--- src/hdl/sws_pkg.sv ---
// ============================================================================
// sws_pkg - shared definitions for the sliding window sigma and offset block
// ----------------------------------------------------------------------------
// Register indexes, fixed field widths and the command and status groups
// that pass between the controller and the datapath.
// ============================================================================
`default_nettype none

package sws_pkg;

   // Fixed widths of the register and result fields.
   localparam int WL_BITS        = 6;
   localparam int WL_RESET       = 10;
   localparam int CSR_INDEX_BITS = 1;
   localparam int OUT_BITS       = 32;

   // Fraction bits carried by the results. The radicand is scaled by twice
   // the sigma fraction so that the root carries it once.
   localparam int SIGMA_FRAC_BITS  = 8;
   localparam int OFFSET_FRAC_BITS = 8;

   // Register indexes.
   localparam logic [CSR_INDEX_BITS-1:0] CSR_WINDOW_LENGTH = 1'b0;
   localparam logic [CSR_INDEX_BITS-1:0] CSR_REFERENCE     = 1'b1;

   // Commands from the controller to the datapath.
   typedef struct packed {
      logic ring_read;
      logic square;
      logic accumulate;
      logic mul_load;
      logic mul_step;
      logic diff;
      logic start;
      logic sqrt_step;
      logic off_capture;
      logic sig_start;
      logic out_load;
   } sws_cmd_type;

   // Status from the datapath to the controller.
   typedef struct packed {
      logic full;
      logic div_busy;
      logic out_free;
   } sws_sts_type;

endpackage

`default_nettype wire

--- src/hdl/sws_ctrl.sv ---
// ============================================================================
// sws_ctrl - sequencer of the sliding window sigma and offset block
// ----------------------------------------------------------------------------
// Walks one sample through the window update and, in a full window, the
// multiplies, square root and two divisions, then loads the output register.
// ============================================================================
`default_nettype none

module sws_ctrl
   import sws_pkg::*;
#(
   parameter int MUL_STEPS  = 30,
   parameter int SQRT_STEPS = 38
) (
   input  wire logic        clock,
   input  wire logic        reset,
   input  wire logic        req_valid,
   output logic             req_stall,
   input  wire sws_sts_type sts,
   output sws_cmd_type      cmd
);

   localparam int STEPS_MAX = (MUL_STEPS > SQRT_STEPS) ? MUL_STEPS : SQRT_STEPS;
   localparam int CNT_W     = $clog2(STEPS_MAX);

   localparam logic [3:0] ST_IDLE     = 4'd0;
   localparam logic [3:0] ST_SQUARE   = 4'd1;
   localparam logic [3:0] ST_ACCUM    = 4'd2;
   localparam logic [3:0] ST_CHECK    = 4'd3;
   localparam logic [3:0] ST_MUL      = 4'd4;
   localparam logic [3:0] ST_DIFF     = 4'd5;
   localparam logic [3:0] ST_START    = 4'd6;
   localparam logic [3:0] ST_SQRT     = 4'd7;
   localparam logic [3:0] ST_OFF_WAIT = 4'd8;
   localparam logic [3:0] ST_SIG_WAIT = 4'd9;
   localparam logic [3:0] ST_OUT      = 4'd10;

   logic [3:0]       state_ff, state_in;
   logic [CNT_W-1:0] cnt_ff, cnt_in;

   always_comb begin
      state_in = state_ff;
      cnt_in   = cnt_ff;
      cmd      = '0;

      case (state_ff)
         ST_IDLE: begin
            if (req_valid && !reset) begin
               cmd.ring_read = 1'b1;
               state_in      = ST_SQUARE;
            end
         end
         ST_SQUARE: begin
            cmd.square = 1'b1;
            state_in   = ST_ACCUM;
         end
         ST_ACCUM: begin
            cmd.accumulate = 1'b1;
            state_in       = ST_CHECK;
         end
         ST_CHECK: begin
            if (sts.full) begin
               cmd.mul_load = 1'b1;
               cnt_in       = CNT_W'(MUL_STEPS - 1);
               state_in     = ST_MUL;
            end else begin
               state_in = ST_IDLE;
            end
         end
         ST_MUL: begin
            cmd.mul_step = 1'b1;
            if (cnt_ff == '0) begin
               state_in = ST_DIFF;
            end else begin
               cnt_in = cnt_ff - 1'b1;
            end
         end
         ST_DIFF: begin
            cmd.diff = 1'b1;
            state_in = ST_START;
         end
         ST_START: begin
            cmd.start = 1'b1;
            cnt_in    = CNT_W'(SQRT_STEPS - 1);
            state_in  = ST_SQRT;
         end
         ST_SQRT: begin
            cmd.sqrt_step = 1'b1;
            if (cnt_ff == '0) begin
               state_in = ST_OFF_WAIT;
            end else begin
               cnt_in = cnt_ff - 1'b1;
            end
         end
         ST_OFF_WAIT: begin
            if (!sts.div_busy) begin
               cmd.off_capture = 1'b1;
               cmd.sig_start   = 1'b1;
               state_in        = ST_SIG_WAIT;
            end
         end
         ST_SIG_WAIT: begin
            if (!sts.div_busy) begin
               state_in = ST_OUT;
            end
         end
         ST_OUT: begin
            if (sts.out_free) begin
               cmd.out_load = 1'b1;
               state_in     = ST_IDLE;
            end
         end
         default: begin
            state_in = ST_IDLE;
         end
      endcase
   end

   always_ff @(posedge clock) begin
      if (reset) begin
         state_ff <= ST_IDLE;
         cnt_ff   <= '0;
      end else begin
         state_ff <= state_in;
         cnt_ff   <= cnt_in;
      end
   end

   assign req_stall = reset || (state_ff != ST_IDLE);

endmodule

`default_nettype wire

--- config.mk ---
export PLATFORM = sky130hd
export DESIGN_NAME = sws_ctrl
export DESIGN_NICKNAME = d
export VERILOG_FILES = /design/src/hdl/sws_pkg.sv /design/src/hdl/sws_ctrl.sv
export SDC_FILE = /design/constraint.sdc
export NUM_CORES = 1
export LEC_CHECK = 0
export BUFFER_PORTS_ARGS = -buffer_cell sky130_fd_sc_hd__buf_2
export CORE_MARGIN = 4
export CORE_UTILIZATION = 51
export CTS_CLUSTER_DIAMETER = 60
export DETAILED_ROUTE_END_ITERATION = 10
export PLACE_DENSITY = 0.77
export SLEW_MARGIN = 20
export SYNTH_ARGS = -nofsm -noshare
export SYNTH_HDL_FRONTEND = slang
export SYNTH_SLANG_ARGS = --single-unit
--- constraint.sdc ---
create_clock -name clock -period 5.26 [get_ports clock]
set_input_delay 0.263 -clock clock [delete_from_list [all_inputs] [get_ports clock]]
set_output_delay 0.263 -clock clock [all_outputs]
set_load 0.1 [all_outputs]
==> impl_metrics.csv <==
group,metric,value,unit
run_status,status,"finished clean",
cells_and_area,n_antenna_cell,0,
critical_path,cp.arrival,1810,ps
power,ir_drop,0.214,mV
floorplan,initial_core_util,55.5,%
power,leakage,0.346,nW
clocking,holdBufCountCts,0,
global_routing,grt_pass1_vias,687,
timing,max_freq,483,MHz
critical_path,cp-start-kind,"register",
critical_path,end_kind,"primary output",
clocking,path_clk_slew,70,ps
global_routing,grt-ovfl-total,0,
timing,min_period_over_period,39.3,%
global_routing,grt_max_degree,15,
timing,rsz0062_at_grt,"no",
yosys,ys_seq_area_share,26.7,%
critical_path,cpMaxStageDelayCell,"buf_2",
cells_and_area,seqCellArea,200,µm²
critical_path,critPathTopFamily,"simple AND/OR/NAND/NOR gates",
clocking,cts_resized,0,
yosys,synthCells,104,
critical_path,max_stage_delay,430,ps
drt,drtPass1Iterations,4,
cells_and_area,multi_input_area,494,µm²
clocking,clock_path_buffers,2,
clocking,cts_tree,"yes",
critical_path,crit_type,"reg2out",
drt,avgRoutedWirePerCell,13.8,µm
drt,vias_per_cell,6.11,
timing,worst_pin_slew,515,ps
clocking,clkSinkCount,10,
cells_and_area,finalCoreUtilization,63.2,%
floorplan,ios,18,
timing,finalHoldViolCount,0,
placement,io_buffers,17,
timing,drv_slew,0,
drt,first_iter_violations,24,
drt,postRouteAntennaNets,0,
cells_and_area,drive_above_1_share,22.2,%
clocking,cts_max_level,1,
yosys,ys_warn_count,0,
cells_and_area,num-fill-cells,128,
global_routing,track_usage,20.3,%
floorplan,core_area,1350,µm²
timing,period_needed,2070,ps
drt,post-route-drc-count,0,
drt,via_count,806,
yosys,avgSynthCellArea,7.21,µm²
timing,skew,0.911,ps
clocking,clk_latency,270,ps
floorplan,die_w,46.3,µm
timing,slew_headroom,65.4,%
placement,numPlacedInstances,128,
cells_and_area,final_nets,126,
timing,tns,0,ps
cells_and_area,final_cells,132,
timing,setup_viol,0,
run,cap_violations,0,
global_routing,grt_pass1_wl,3100,µm
yosys,syn_area,749,µm²
yosys,synthDistinctLibCells,38,
yosys,yosys_register_bits,10,
cells_and_area,syn_to_final_growth,13.9,%
drt,wirelength,1830,µm
placement,dp_hpwl,1360,µm
yosys,synth_fp_nets,112,
floorplan,die_area,2150,µm²
critical_path,critical_path.cell_chain,"or2_2 -> and4b_1 -> buf_2",
clocking,cts_made_buffers,3,
floorplan,die-height,46.3,µm
power,power.density,371,nW/µm²
global_routing,antenna_found_initial,0,
cells_and_area,final_cell_mix,"nor2_1, buf_2, nand2_1, dfxtp_1, nor3_1",
critical_path,crit_required,5000,ps
critical_path,crit_buf_inv,1,
clocking,cts_setup_buffers,0,
floorplan,row_count,13,
worst_hold_path,hp-class,"in2reg",
placement,globalplace.congestion,0.793,
clocking,cts_root_buffer,"clkbuf_4",
critical_path,path_max_fanout,13,
per-layer routing:
layer  vias to the layer above  track usage, %  share of wire [%]
met3                         5            3.91                8.0
met1                       366            27.7                 46
met5                         -               0                  0
li1                        399               -                  -
met4                         0            12.5                2.4
met2                        36            28.8                 43
worst reg2reg max path, stage by stage, from the launching register on:
cell,delay (ps)
dfxtp_1,580
nor2_1,170
or3_1,410
nor3_2,340
o21ai_0,150
a211oi_1,250
sequential cells by signal, indices dropped and copies added (netlist names):
signal and count:
cnt_ff 6, state_ff 4
Yosys cell counts:
library cell	n	area, µm²
a211oi_1	2	15.0
nand2_1	10	37.5
or3b_4	1	11.3
or3_1	1	6.26
ha_1	2	25.0
nor3b_1	1	7.51
o2bb2ai_1	1	8.76
nor3_1	6	30.0
o21ai_0	5	25.0
nor3_4	1	16.3
a21oi_1	3	15.0
clkbuf_2	1	5.00
nor4_1	2	12.5
nor2b_2	1	8.76
or2_2	1	6.26
nor2_1	17	63.8
a211o_1	1	8.76
dfxtp_1	10	200
a311oi_1	1	8.76
o41ai_1	1	8.76
o22ai_1	1	6.26
clkbuf_1	5	18.8
nand2b_1	4	25.0
a31oi_1	4	25.0
and4b_1	1	10.0
buf_4	1	7.51
o21a_1	1	7.51
nand3b_1	3	22.5
a22oi_1	1	7.51
inv_1	5	18.8
a2111oi_0	1	8.76
xnor2_1	1	8.76
a32o_1	1	10.0
nor3_2	1	10.0
or4b_1	1	10.0
a32oi_1	1	8.76
nor2b_1	3	18.8
buf_2	1	5.00
per-stage QoR:
| step | power [mW] | hold slack (ps) | worst slack (ps) | cell area [µm²] |
|---|---|---|---|---|
| 3_5_place_dp | 0.245 | 481 | 3290 | 817 |
| 5_1_grt | 0.336 | 305 | 3110 | 853 |
| 4_1_cts | 0.317 | 297 | 3190 | 853 |
| 3_3_place_gp | 0.243 | 489 | 3310 | 817 |
| 2_1_floorplan | 0.224 | 455 | 1670 | 749 |
| 6_report | 0.317 | 303 | 3190 | 853 |
where the power goes:
group / switching, mW / internal [mW]
Clock: 0.0300 / 0.0421
Sequential: 0.0184 / 0.0829
Combinational: 0.103 / 0.0400
Total: 0.152 / 0.165
path summary, 6_finish.rpt:
| check | startpoint | depth (start not counted) | slack, ps | endpoint |
|---|---|---|---|---|
| worst max-delay path | state_ff[1] | 3 | 3190 | cmd[10] |
| worst min-delay path | reset | 2 | 300 | state_ff[3] |
| worst max register to register | state_ff[2] | 5 | 3280 | cnt_ff[3] |
| worst min register to register | cnt_ff[1] | 2 | 490 | cnt_ff[1] |
logic make-up (layout without fill, tap and decap cells):
logic type	after synthesis	after routing	share of synthesized area (%)
fa+ha+maj	2	2	3.34
simple gates	54	54	39.6
buf+inv	13	26	7.35
flops	10	10	26.7
xor+xnor	1	1	1.17
compound gates	24	24	21.9
layout make-up:
cell class	instances	area share, %
clock buffers	4	4.25
inverters	5	2.20
flip-flops and latches	10	23.5
multi-input cells	81	57.9
well taps	15	2.20
repair buffers	17	9.97
Note: power is estimated with default switching activity, not from simulation.
